## src/rtl/sws_pkg.sv

```systemverilog
`default_nettype none
// ----------------------------------------------------------------------------
// sws_pkg: shared types and constants of the sliding window sender
// Holds the request/result payload structs, the controller/datapath
// command and status groups, request and register codes.
// ----------------------------------------------------------------------------
package sws_pkg;

	localparam int SEQ_W      = 22;  // segment id width
	localparam int CNT_W      = 23;  // segment count / base width (one past max id)
	localparam int LEN_W      = 11;  // segment length width
	localparam int SEG_SHIFT  = 10;  // log2 of segment size
	localparam int SEG_BYTES  = 1024;
	localparam int TOTAL_W    = 32;
	localparam int WIN_W      = 7;
	localparam int MAX_WINDOW = 64;
	localparam int WIN_RESET  = 5;
	localparam int CFG_IDX_W  = 1;
	localparam int CFG_DATA_W = 32;

	// request kinds
	localparam logic [1:0] REQ_START   = 2'd0;
	localparam logic [1:0] REQ_ACK     = 2'd1;
	localparam logic [1:0] REQ_TIMEOUT = 2'd2;

	// register indexes
	localparam logic [CFG_IDX_W-1:0] CFG_TOTAL_BYTES = 1'b0;
	localparam logic [CFG_IDX_W-1:0] CFG_WINDOW_LEN  = 1'b1;

	typedef struct packed {
		logic [1:0]       req_type;
		logic [SEQ_W-1:0] ack_num;
	} req_t;

	typedef struct packed {
		logic [SEQ_W-1:0] seg_id;
		logic [LEN_W-1:0] seg_len;
		logic             retransmit;
		logic             fin;
		logic             last;
	} res_t;

	typedef enum logic [1:0] {
		ST_IDLE,
		ST_EVAL,
		ST_EMIT
	} state_t;

	typedef enum logic [1:0] {
		MODE_NONE,
		MODE_FIN,
		MODE_RESEND,
		MODE_WINDOW
	} mode_t;

	typedef struct packed {
		logic capture;  // take the request into the datapath
		logic eval;     // decide on the request and update window state
		logic emit;     // load one result into the output register
	} cmd_t;

	typedef struct packed {
		logic pending;    // a result is still owed for this request
		logic last;       // the owed result is the final one
		logic slot_free;  // output register can take a result this cycle
	} status_t;

endpackage
`default_nettype wire

```

## src/rtl/sws_ctrl.sv

```systemverilog
`default_nettype none
// ----------------------------------------------------------------------------
// sws_ctrl: sequencer of the sliding window sender
// Accepts one request, lets the datapath evaluate it, then steps out the
// send orders one per free output slot.
// ----------------------------------------------------------------------------
module sws_ctrl (
	input  wire logic            clk,
	input  wire logic            arst_n,
	input  wire logic            req_valid,
	output logic                 req_stall,
	input  wire sws_pkg::status_t st,
	output sws_pkg::cmd_t        cmd
);

	sws_pkg::state_t state_q;
	sws_pkg::state_t state_nxt;

	always_ff @(posedge clk or negedge arst_n) begin
		if (!arst_n) begin
			state_q <= sws_pkg::ST_IDLE;
		end else begin
			state_q <= state_nxt;
		end
	end

	always_comb begin
		state_nxt = state_q;
		unique case (state_q)
			sws_pkg::ST_IDLE: begin
				if (req_valid) state_nxt = sws_pkg::ST_EVAL;
			end
			sws_pkg::ST_EVAL: begin
				state_nxt = sws_pkg::ST_EMIT;
			end
			sws_pkg::ST_EMIT: begin
				if (!st.pending) state_nxt = sws_pkg::ST_IDLE;
				else if (st.slot_free && st.last) state_nxt = sws_pkg::ST_IDLE;
			end
			default: state_nxt = sws_pkg::ST_IDLE;
		endcase
	end

	always_comb begin
		req_stall   = 1'b1;
		cmd.capture = 1'b0;
		cmd.eval    = 1'b0;
		cmd.emit    = 1'b0;
		unique case (state_q)
			sws_pkg::ST_IDLE: begin
				req_stall   = 1'b0;
				cmd.capture = req_valid;
			end
			sws_pkg::ST_EVAL: begin
				cmd.eval = 1'b1;
			end
			sws_pkg::ST_EMIT: begin
				cmd.emit = st.pending && st.slot_free;
			end
			default: begin
				req_stall = 1'b1;
			end
		endcase
	end

endmodule
`default_nettype wire

```

## src/rtl/sws_datapath.sv

```systemverilog
`default_nettype none
// ----------------------------------------------------------------------------
// sws_datapath: window state, registers and output stage
// Keeps base and next-unsent segment, session flags, the config registers,
// the held request and the result register toward the receiver.
// ----------------------------------------------------------------------------
module sws_datapath (
	input  wire logic                              clk,
	input  wire logic                              arst_n,
	input  wire logic                              cfg_we,
	input  wire logic [sws_pkg::CFG_IDX_W-1:0]     cfg_index,
	input  wire logic [sws_pkg::CFG_DATA_W-1:0]    cfg_data,
	input  wire sws_pkg::req_t                     req_data,
	output sws_pkg::res_t                          res_data,
	output logic                                   res_valid,
	input  wire logic                              res_stall,
	input  wire sws_pkg::cmd_t                     cmd,
	output sws_pkg::status_t                       st
);

	localparam int QUOT_W = sws_pkg::TOTAL_W - sws_pkg::SEG_SHIFT;

	logic [sws_pkg::TOTAL_W-1:0] total_q;
	logic [sws_pkg::WIN_W-1:0]   window_q;
	logic [sws_pkg::CNT_W-1:0]   base_q;
	logic [sws_pkg::CNT_W-1:0]   next_q;
	logic                        open_q;
	logic                        finished_q;
	sws_pkg::req_t               req_q;
	sws_pkg::mode_t              mode_q;
	sws_pkg::res_t               res_q;
	logic                        res_valid_q;

	logic [QUOT_W-1:0]           full_segs;
	logic [sws_pkg::CNT_W-1:0]   cnt;
	logic [sws_pkg::WIN_W-1:0]   weff;
	logic [sws_pkg::CNT_W-1:0]   lim;
	logic [sws_pkg::CNT_W-1:0]   ack_ext;
	logic [sws_pkg::CNT_W-1:0]   ack_inc;
	logic [sws_pkg::CNT_W-1:0]   next_inc;
	logic                        more;
	logic                        more_after;
	sws_pkg::mode_t              mode_dec;
	sws_pkg::res_t               res_nxt;

	function automatic logic [sws_pkg::LEN_W-1:0] seg_len_of(
		input logic [sws_pkg::CNT_W-1:0] id,
		input logic [QUOT_W-1:0]         full,
		input logic [sws_pkg::SEG_SHIFT-1:0] rem
	);
		logic [sws_pkg::LEN_W-1:0] len;
		// every segment below the count of full ones is full size
		if (id < {1'b0, full}) len = sws_pkg::LEN_W'(sws_pkg::SEG_BYTES);
		else len = sws_pkg::LEN_W'(rem);
		return len;
	endfunction

	// ceil(total / 1024)
	assign full_segs = total_q[sws_pkg::TOTAL_W-1:sws_pkg::SEG_SHIFT];
	assign cnt = sws_pkg::CNT_W'(full_segs)
		+ sws_pkg::CNT_W'(|total_q[sws_pkg::SEG_SHIFT-1:0]);

	always_comb begin
		if (window_q == '0) weff = sws_pkg::WIN_W'(1);
		else if (window_q > sws_pkg::WIN_W'(sws_pkg::MAX_WINDOW))
			weff = sws_pkg::WIN_W'(sws_pkg::MAX_WINDOW);
		else weff = window_q;
	end

	assign lim        = base_q + sws_pkg::CNT_W'(weff);
	assign ack_ext    = sws_pkg::CNT_W'(req_q.ack_num);
	assign ack_inc    = ack_ext + sws_pkg::CNT_W'(1);
	assign next_inc   = next_q + sws_pkg::CNT_W'(1);
	assign more       = (next_q < lim) && (next_q < cnt);
	assign more_after = (next_inc < lim) && (next_inc < cnt);

	// decision on the held request
	always_comb begin
		mode_dec = sws_pkg::MODE_NONE;
		if (!finished_q) begin
			case (req_q.req_type)
				sws_pkg::REQ_START: begin
					mode_dec = (cnt == '0) ? sws_pkg::MODE_FIN : sws_pkg::MODE_WINDOW;
				end
				sws_pkg::REQ_ACK: begin
					if (open_q && ack_ext >= base_q && ack_ext < cnt) begin
						mode_dec = (ack_inc >= cnt) ? sws_pkg::MODE_FIN
							: sws_pkg::MODE_WINDOW;
					end
				end
				sws_pkg::REQ_TIMEOUT: begin
					if (open_q && base_q < cnt) mode_dec = sws_pkg::MODE_RESEND;
				end
				default: mode_dec = sws_pkg::MODE_NONE;
			endcase
		end
	end

	always_comb begin
		res_nxt.seg_id     = '0;
		res_nxt.seg_len    = '0;
		res_nxt.retransmit = 1'b0;
		res_nxt.fin        = 1'b0;
		res_nxt.last       = 1'b1;
		case (mode_q)
			sws_pkg::MODE_FIN: begin
				res_nxt.fin = 1'b1;
			end
			sws_pkg::MODE_RESEND: begin
				res_nxt.seg_id     = base_q[sws_pkg::SEQ_W-1:0];
				res_nxt.seg_len    = seg_len_of(base_q, full_segs,
					total_q[sws_pkg::SEG_SHIFT-1:0]);
				res_nxt.retransmit = 1'b1;
			end
			sws_pkg::MODE_WINDOW: begin
				res_nxt.seg_id  = next_q[sws_pkg::SEQ_W-1:0];
				res_nxt.seg_len = seg_len_of(next_q, full_segs,
					total_q[sws_pkg::SEG_SHIFT-1:0]);
				res_nxt.last    = !more_after;
			end
			default: begin
				res_nxt.last = 1'b1;
			end
		endcase
	end

	assign st.pending   = (mode_q == sws_pkg::MODE_FIN) || (mode_q == sws_pkg::MODE_RESEND)
		|| ((mode_q == sws_pkg::MODE_WINDOW) && more);
	assign st.last      = res_nxt.last;
	assign st.slot_free = !res_valid_q || !res_stall;

	// config registers
	always_ff @(posedge clk or negedge arst_n) begin
		if (!arst_n) begin
			total_q  <= '0;
			window_q <= sws_pkg::WIN_W'(sws_pkg::WIN_RESET);
		end else if (cfg_we) begin
			unique case (cfg_index)
				sws_pkg::CFG_TOTAL_BYTES: total_q  <= cfg_data;
				sws_pkg::CFG_WINDOW_LEN:  window_q <= cfg_data[sws_pkg::WIN_W-1:0];
				default: total_q <= total_q;
			endcase
		end
	end

	always_ff @(posedge clk) begin
		if (cmd.capture) req_q <= req_data;
	end

	// window state
	always_ff @(posedge clk or negedge arst_n) begin
		if (!arst_n) begin
			base_q     <= '0;
			next_q     <= '0;
			open_q     <= 1'b0;
			finished_q <= 1'b0;
			mode_q     <= sws_pkg::MODE_NONE;
		end else if (cmd.eval) begin
			mode_q <= mode_dec;
			if (mode_dec == sws_pkg::MODE_FIN) finished_q <= 1'b1;
			if (!finished_q && req_q.req_type == sws_pkg::REQ_START) begin
				open_q <= 1'b1;
				base_q <= '0;
				next_q <= '0;
			end else if (req_q.req_type == sws_pkg::REQ_ACK
				&& (mode_dec == sws_pkg::MODE_FIN || mode_dec == sws_pkg::MODE_WINDOW)) begin
				base_q <= ack_inc;
				// acks past what was sent skip those segments
				if (next_q < ack_inc) next_q <= ack_inc;
			end
		end else if (cmd.emit && mode_q == sws_pkg::MODE_WINDOW) begin
			next_q <= next_inc;
		end
	end

	// output register
	always_ff @(posedge clk or negedge arst_n) begin
		if (!arst_n) begin
			res_valid_q <= 1'b0;
		end else if (cmd.emit) begin
			res_valid_q <= 1'b1;
		end else if (!res_stall) begin
			res_valid_q <= 1'b0;
		end
	end

	always_ff @(posedge clk) begin
		if (cmd.emit) res_q <= res_nxt;
	end

	assign res_valid = res_valid_q;
	assign res_data  = res_q;

endmodule
`default_nettype wire

```

## src/rtl/sliding_window_sender.sv

```systemverilog
`default_nettype none
// ----------------------------------------------------------------------------
// sliding_window_sender: transmit side of a sliding window sender whose timeout resends the base segment
// Turns start, cumulative ack and timeout requests into segment send orders.
// ----------------------------------------------------------------------------
// Usage:
//  - cfg_we/cfg_index/cfg_data write total_bytes (index 0) and the window
//    length (index 1) while the block is idle.
//  - request channel (req_valid/req_stall/req_data) carries start, ack and
//    timeout events; one request is worked on at a time.
//  - result channel (res_valid/res_stall/res_data) carries send orders;
//    the final order of a request has last set.
//  - a request is captured, decided in the EVAL state, then its orders are
//    stepped out in the EMIT state. Throughput is set by the single result
//    register, one order a cycle while the receiver does not stall.
//  - a new request is taken while the final order still waits in the
//    result register.
//  - when the receiver stalls, the order in the result register holds and
//    the sequencer waits; nothing is dropped.
//  - reset clears the session, sets total_bytes to 0 and the window length to 5.
// ----------------------------------------------------------------------------
module sliding_window_sender (
	input  wire logic                           clk,
	input  wire logic                           arst_n,
	input  wire logic                           cfg_we,
	input  wire logic [sws_pkg::CFG_IDX_W-1:0]  cfg_index,
	input  wire logic [sws_pkg::CFG_DATA_W-1:0] cfg_data,
	input  wire logic                           req_valid,
	output logic                                req_stall,
	input  wire sws_pkg::req_t                  req_data,
	output logic                                res_valid,
	input  wire logic                           res_stall,
	output sws_pkg::res_t                       res_data
);

	sws_pkg::cmd_t    cmd;
	sws_pkg::status_t st;

	sws_ctrl u_ctrl (
		.clk       (clk),
		.arst_n    (arst_n),
		.req_valid (req_valid),
		.req_stall (req_stall),
		.st        (st),
		.cmd       (cmd)
	);

	sws_datapath u_datapath (
		.clk       (clk),
		.arst_n    (arst_n),
		.cfg_we    (cfg_we),
		.cfg_index (cfg_index),
		.cfg_data  (cfg_data),
		.req_data  (req_data),
		.res_data  (res_data),
		.res_valid (res_valid),
		.res_stall (res_stall),
		.cmd       (cmd),
		.st        (st)
	);

endmodule
`default_nettype wire
```

## config.mk

```make
export PLATFORM = sky130hd
export DESIGN_NAME = sliding_window_sender
export DESIGN_NICKNAME = d
export VERILOG_FILES = /design/src/rtl/sws_pkg.sv /design/src/rtl/sws_ctrl.sv /design/src/rtl/sws_datapath.sv /design/src/rtl/sliding_window_sender.sv
export SDC_FILE = /design/constraint.sdc
export NUM_CORES = 1
export LEC_CHECK = 0
export BUFFER_PORTS_ARGS = -buffer_cell sky130_fd_sc_hd__buf_4
export CORE_MARGIN = 2
export CORE_UTILIZATION = 57
export CTS_BUF_LIST = sky130_fd_sc_hd__clkbuf_2
export DETAILED_ROUTE_END_ITERATION = 8
export GPL_TIMING_DRIVEN = 0
export MAX_ROUTING_LAYER = met4
export PLACE_DENSITY = 0.86
export SLEW_MARGIN = 15
export SYNTH_ARGS = -nofsm -noshare
export SYNTH_HDL_FRONTEND = slang
export SYNTH_SLANG_ARGS = --single-unit
export TNS_END_PERCENT = 30
```

## constraint.sdc

```tcl
create_clock -name clk -period 5.9 [get_ports clk]
set_input_delay 1.18 -clock clk [delete_from_list [all_inputs] [get_ports clk]]
set_output_delay 1.18 -clock clk [all_outputs]
set_load 0.1 [all_outputs]
```

# == Word-level counts from Yosys, hierarchy flattened ==
# Index checks and enable logic that the tools add are counted.
# totals
wordCells,111
out_inout_bits,38
ff_bits,152
# classes
addsub,4
muxes,31
eq_ne,14
order_cmp,12
reduce_logical,33
n_bitwise,1
# ops
cell,count
$mux W23,7
$lt A23 B23 Y1,6
$pmux W33 S2,1
$lt A23 B22 Y1,2
$add A22 B1 Y23,1
$add A22 B1 Y23 const B,1
$add A23 B1 Y23 const B,1
$add A23 B7 Y23,1
$ge A22 B23 Y1,1
$ge A23 B23 Y1,1
$logic_not A23 Y1,1
$lt A22 B23 Y1,1
$mux W11,2
$mux W2,8
$mux W7,2
$pmux W2 S3,2
$reduce_and A2 Y1,6
$logic_and A1 B1 Y1,11
$eq A2 B2 Y1 const B,5
$reduce_or A10 Y1,1
$mux W1,9
$eq A2 B1 Y1 const B,4
$gt A7 B7 Y1 const B,1
$logic_not A7 Y1,1
other kinds (10),19

# == Logic depth before layout (Yosys ltp) ==
# depth
word_depth,13
ltp_mapped,23
ltp_nobuf,21

# == By module ==
# Synthesis repeated with hierarchy kept, for this count alone.
# hier_totals
cells_unflattened,1401
area_unflattened_um2,13255.2
# by_module_without_submodules
module,cells_per_inst,area_per_inst_um2,instances,seq_area_each_um2
sws_datapath,1389,13148.9,1,4056.4
sws_ctrl,12,106.4,1,50.0

# == Worst setup path after synthesis ==
# No wires, ideal clock.
# synth_path
kind,reg2reg
from,register u_datapath.window_q[2] (netlist bit)
to,"register u_datapath.res_q, in the netlist u_datapath.res_data[0], enable pin"
path_stages_with_launch,21
t_arrival_ns,5.759
path_slack_ns,-0.300
setup_ns,0.441
path_cell_list,dfstp_2 -> nor3_1 -> a21oi_1 -> nor2_1 -> ha_1 -> fa_1 -> a211o_1 -> a211oi_4 -> nor2_1 -> nand3_1 -> xnor2_1 -> ha_1 -> a21o_1 -> a21o_1 -> a22oi_1 -> a31oi_1 -> a21oi_1 -> o21bai_1 -> o32ai_1 -> nand2b_1 -> a21oi_1
# synth_rtl
element,line_no,text
start: declaration,sws_datapath.sv:24,logic [sws_pkg::WIN_W-1:0] window_q;
start signal: assignment,sws_datapath.sv:136,window_q <= sws_pkg::WIN_W'(sws_pkg::WIN_RESET);
start signal: assignment,sws_datapath.sv:140,sws_pkg::CFG_WINDOW_LEN: window_q <= cfg_data[sws_pkg::WIN_W-1:0];
end signal: assignment,sws_datapath.sv:188,if (cmd.emit) res_q <= res_nxt;
end: declaration,sws_datapath.sv:31,sws_pkg::res_t res_q;

# == Worst setup path after layout ==
# layout_path
from,register u_datapath.total_q[3] (netlist bit)
to,register u_datapath.next_q[10] (netlist bit)
# layout_between
elab_chain_len,12
word_cells_on_any_way,28
# layout_rtl
element,line_no,text
start: declaration,sws_datapath.sv:23,logic [sws_pkg::TOTAL_W-1:0] total_q;
start signal: assignment,sws_datapath.sv:139,sws_pkg::CFG_TOTAL_BYTES: total_q <= cfg_data;
start signal: assignment,sws_datapath.sv:141,default: total_q <= total_q;
$reduce_or A10 Y1 (*),sws_datapath.sv:61,+ sws_pkg::CNT_W'(|total_q[sws_pkg::SEG_SHIFT-1:0]);
$add A22 B1 Y23 (*),sws_datapath.sv:61,
$ge A23 B23 Y1 (tied with other cells),sws_datapath.sv:87,mode_dec = (ack_inc >= cnt) ? sws_pkg::MODE_FIN
$mux W2 (tied with other cells),sws_datapath.sv:87,
"$mux W2, on equally long branches","sws_datapath.sv:86, sws_datapath.sv:92",
$pmux W2 S3,sws_datapath.sv:81,case (req_q.req_type)
$mux W2,sws_datapath.sv:80,if (!finished_q) begin
$eq A2 B1 Y1 / $eq A2 B2 Y1 (equally long branches),sws_datapath.sv:166,&& (mode_dec == sws_pkg::MODE_FIN || mode_dec == sws_pkg::MODE_WINDOW)) begin
$logic_or A1 B1 Y1,sws_datapath.sv:166,
$logic_and A1 B1 Y1,sws_datapath.sv:166,
$ne A3 B1 Y1 (no source line),-,
$reduce_and A3 Y1 (no source line) (*),-,
end signal: assignment,sws_datapath.sv:169,if (next_q < ack_inc) next_q <= ack_inc;
end signal: assignment,sws_datapath.sv:172,next_q <= next_inc;
end: declaration,sws_datapath.sv:26,logic [sws_pkg::CNT_W-1:0] next_q;
# Every way passes the cells marked *; elsewhere a longest branch is shown, timed or not.
# A chain may end at the register's enable or synchronous reset.

==> flow_summary.toml <==
[power_and_ir_drop]
p_seq_share_pct = 30.8
ir_drop_mv = 0.1700
power_density_nw_per_um2 = 383.8
switching_share_pct = 49.28
comb_power_share_pct = 57.8
power_uw = 5722
internal_power_uw = 2902
pwr-share-clk_pct = 11.4
p_switching_uw = 2820
leakage_uw = 0.006736

[route]
num_vias = 12090
drtPass1Iterations = 7
drt.antenna.violating_nets = 0
viasPerCell = 6.439
drc_errors = 0
drtIter0Drc = 1311
finalWirelength_um = 41180
routedWlPerCell_um = 21.94

[setup_path]
reg2reg_slack_ns = 0.22
cp_cell_sequence = "nor4_1, nand3_1, ha_1, ha_1, nand2_1, or3_1, nor2_1, nand2_1, xnor2_2, ha_1, a21o_1, a21oi_1, o2111ai_1, o211ai_1, o2111ai_1, nor4_4, o21a_1, or2_1, buf_6, buf_6, o221a_1"
slowest_stage = "xnor2_2"
cpPeakStageDelay_ns = 0.50
critPathRequiredTime_ns = 6.66
crit_path_max_fanout = 10
crit_type = "reg -> reg"
cp.arrival_ns = 6.44
cpMostUsedCell = "ha_1"
critical_path.startpoint_type = "register"
cp_top_family = "simple AND/OR/NAND/NOR gates"
end_kind = "register"
timing.critical_path.buf_inv = 2

[timing]
fin_ws_ns = 0.2220
max_freq_ghz = 0.1761
tightest_slew_ns = 1.271
min_period_ns = 5.678
max_slew_margin_pct = 14.59
final_hold_viol_count = 0
fin_skew_ns = 0.05736
finalSetupViolCount = 0
post-route-period-util_pct = 96.24
report.final.slew_viol_count = 0
final.setup.tns_ns = 0

[placement]
place_inst = 1839
io_buffers = 99
dp_hpwl_um = 33310
dpl_worst_slack_ns = -0.2205
place.gp.congestion = 1.031

[clocking]
cts.sinks = 152
cts.path.max_buffers = 2
numCtsBuffers = 17
insertion_delay_ns = 0.83
clockRootBuffer = "clkbuf_2"
cts.clk_slew.worst_paths_ns = 0.28
htree_levels = 4
holdBufCountCts = 0
cts_tree = "done"

[finish]
seqCellArea_um2 = 4106
drive_above_1_share_pct = 12.73
fillers = 1860
nets = 1854
multi_input_area_um2 = 8848
syn_to_final_growth_pct = 11.94
fin_cells = 1877

[synth]
synthCells = 1424
ys.flop_type = "dfrtp_1"
netlist_area_um2 = 13320
synth.area.top_cells = "ha_1, dfrtp_1, edfxtp_1, o21ai_0, xnor2_1"
yosys.area.top_type = "ha_1"
synth.avg_cell_area_um2 = 9.352
synth_xor_area_share_pct = 5.825
synth-seq-cells = 152
async_flop_share_pct = 60.53
yosysWarningCount = 0
synth_top_family_by_area = "adder cells"
synth.most_common_cell = "ha_1"
synth.area.mux_share_pct = 2.593
synth_compound_area_share_pct = 18.03
synth-adder-area-share_pct = 23.32
synth-simple-area-share_pct = 15.88
synth_top_area_share_pct = 22.64
synth_edf_count = 60
seq_area_frac_synth_pct = 30.83
synth_nets = 1728
synth.top_cells.by_count = "ha_1, nand2_1, o21ai_0"
synthDistinctLibCells = 76

[global_routing]
grtUsageTotal_pct = 34.62
antenna_found_initial = 1
grt_max_degree = 58
first_global_vias = 11460
grt_pass1_wl_um = 62610
gr-total-overflow = 0

[min_path]
hold_class = "in -> async"

[floorplan]
dieArea_um2 = 24600
ioPinCount = 100
core.rowCount = 55
die_h_um = 156.9
die_x_um = 156.9
core-area_um2 = 22780
initial_core_util_pct = 58.47

[run]
max_cap_violations = 0

[status]
outcome = "complete, no violations"
layout by cell type (no fill, tap or decap), types with 5 or more instances in the layout:
cell / netlist / layout
xnor2_2: 0 / 8
and4_1: 8 / 8
nand2_1: 123 / 123
maj3_1: 7 / 7
a22oi_1: 8 / 8
o22ai_1: 15 / 15
a21o_1: 58 / 58
a21oi_1: 65 / 63
o31ai_1: 7 / 7
a211o_1: 7 / 7
mux2_2: 26 / 26
nor2b_1: 34 / 34
o21ai_0: 108 / 108
nor4_1: 16 / 16
o211a_1: 5 / 5
a2111oi_0: 8 / 8
nor2_1: 69 / 67
or3_1: 6 / 6
nand4_1: 34 / 34
clkbuf_2: 1 / 20
o21a_1: 19 / 19
xnor2_1: 59 / 50
o2111ai_1: 5 / 5
o211ai_1: 16 / 16
edfxtp_1: 60 / 60
a211oi_1: 16 / 16
and3_1: 13 / 13
nand3_1: 49 / 49
nand2b_1: 11 / 11
clkinvlp_4: 0 / 6
and2_1: 5 / 5
dfrtp_1: 90 / 90
xor2_1: 27 / 27
or2_2: 5 / 5
clkbuf_1: 28 / 28
inv_1: 83 / 83
nor3_1: 29 / 29
ha_1: 241 / 241
buf_4: 0 / 104
worst reg2reg max path, cell delays in order, from the launching register on:
cell,delay (ns)
dfrtp_1,0.44
nor4_1,0.07
nand3_1,0.10
ha_1,0.17
ha_1,0.21
nand2_1,0.12
or3_1,0.41
nor2_1,0.32
nand2_1,0.15
xnor2_2,0.50
ha_1,0.36
a21o_1,0.18
a21oi_1,0.25
o2111ai_1,0.17
o211ai_1,0.27
o2111ai_1,0.28
nor4_4,0.49
o21a_1,0.37
or2_1,0.17
buf_6,0.17
buf_6,0.19
o221a_1,0.20
path summary, 6_finish.rpt:
path | endpoint | depth (start not counted) | from
max in group asynchronous | u_datapath.open_q | 2 | arst_n
max | u_datapath.next_q[10] | 21 | u_datapath.total_q[3]
min | u_datapath.total_q[0] | 1 | arst_n
min reg2reg | u_datapath.open_q | 1 | u_datapath.open_q
max reg2reg | u_datapath.next_q[10] | 21 | u_datapath.total_q[3]
min in group clk | u_datapath.ack_ext[18] | 1 | req_data[18]
kinds of logic after synthesis:
group / Yosys count
DFF: 152
AOI/OAI and AO/OA: 366
adders and majority gates: 249
muxes: 31
and+or+nand+nor: 419
xor gates and xnor gates: 87
buffers and inverters: 120
metal layers:
metal / global-route usage (%) / wire (um)
met5: - / 0
met3: 5.456 / 4184
met4: 11.18 / 1158
met1: 47.05 / 17440
met2: 53.03 / 18400
timing repair:
action,in CTS,in global routing
setup endpoints to repair,23,58
endpoints found under the hold margin,0,0
gates resized for setup,3,10
buffers inserted,2,3
pin swaps,1,1
sequential cells by signal (all words and copies together), names as in the netlist:
signal and count:
u_ctrl.state_q 2, u_datapath.mode_q 2, u_datapath.res_valid 1, u_datapath.next_q 23
u_datapath.ack_ext 22, u_datapath.base_q 23, u_datapath.finished_q 1, u_datapath.total_q 32
u_datapath.req_q 2, u_datapath.res_data 36, u_datapath.window_q 7, u_datapath.open_q 1
area by class of cell:
type	count	area share [%]
multi-input combinational	1152	59.35
sequential	152	27.55
timing repair buffer	107	5.682
tap	313	2.627
inverter	86	2.165
clock inverter	13	0.9904
buffer	34	0.9820
clock buffer	19	0.6379
antenna	1	0.01679
power by group through the flow:
stage / combinational, uW / clock, uW / sequential (uW)
after floorplan: 2340 / 0 / 1600
after global placement: 3070 / 0 / 1740
after detailed placement: 3200 / 0 / 1750
after CTS: 3220 / 649 / 1730
after global routing: 3680 / 691 / 1770
final: 3310 / 652 / 1760
through the flow:
stage / hold WS (ns) / cell area (um^2) / util, %
4_1_cts: 0.2586 / 14810 / 65.03
5_1_grt: 0.2525 / 14910 / 65.45
3_5_place_dp: 0.4972 / 14530 / 63.80
6_report: 0.2458 / 14910 / 65.45
2_1_floorplan: 0.4618 / 13320 / -
3_3_place_gp: 0.4905 / 14460 / 63.47
No activity file was read; power rests on OpenSTA's default activity.
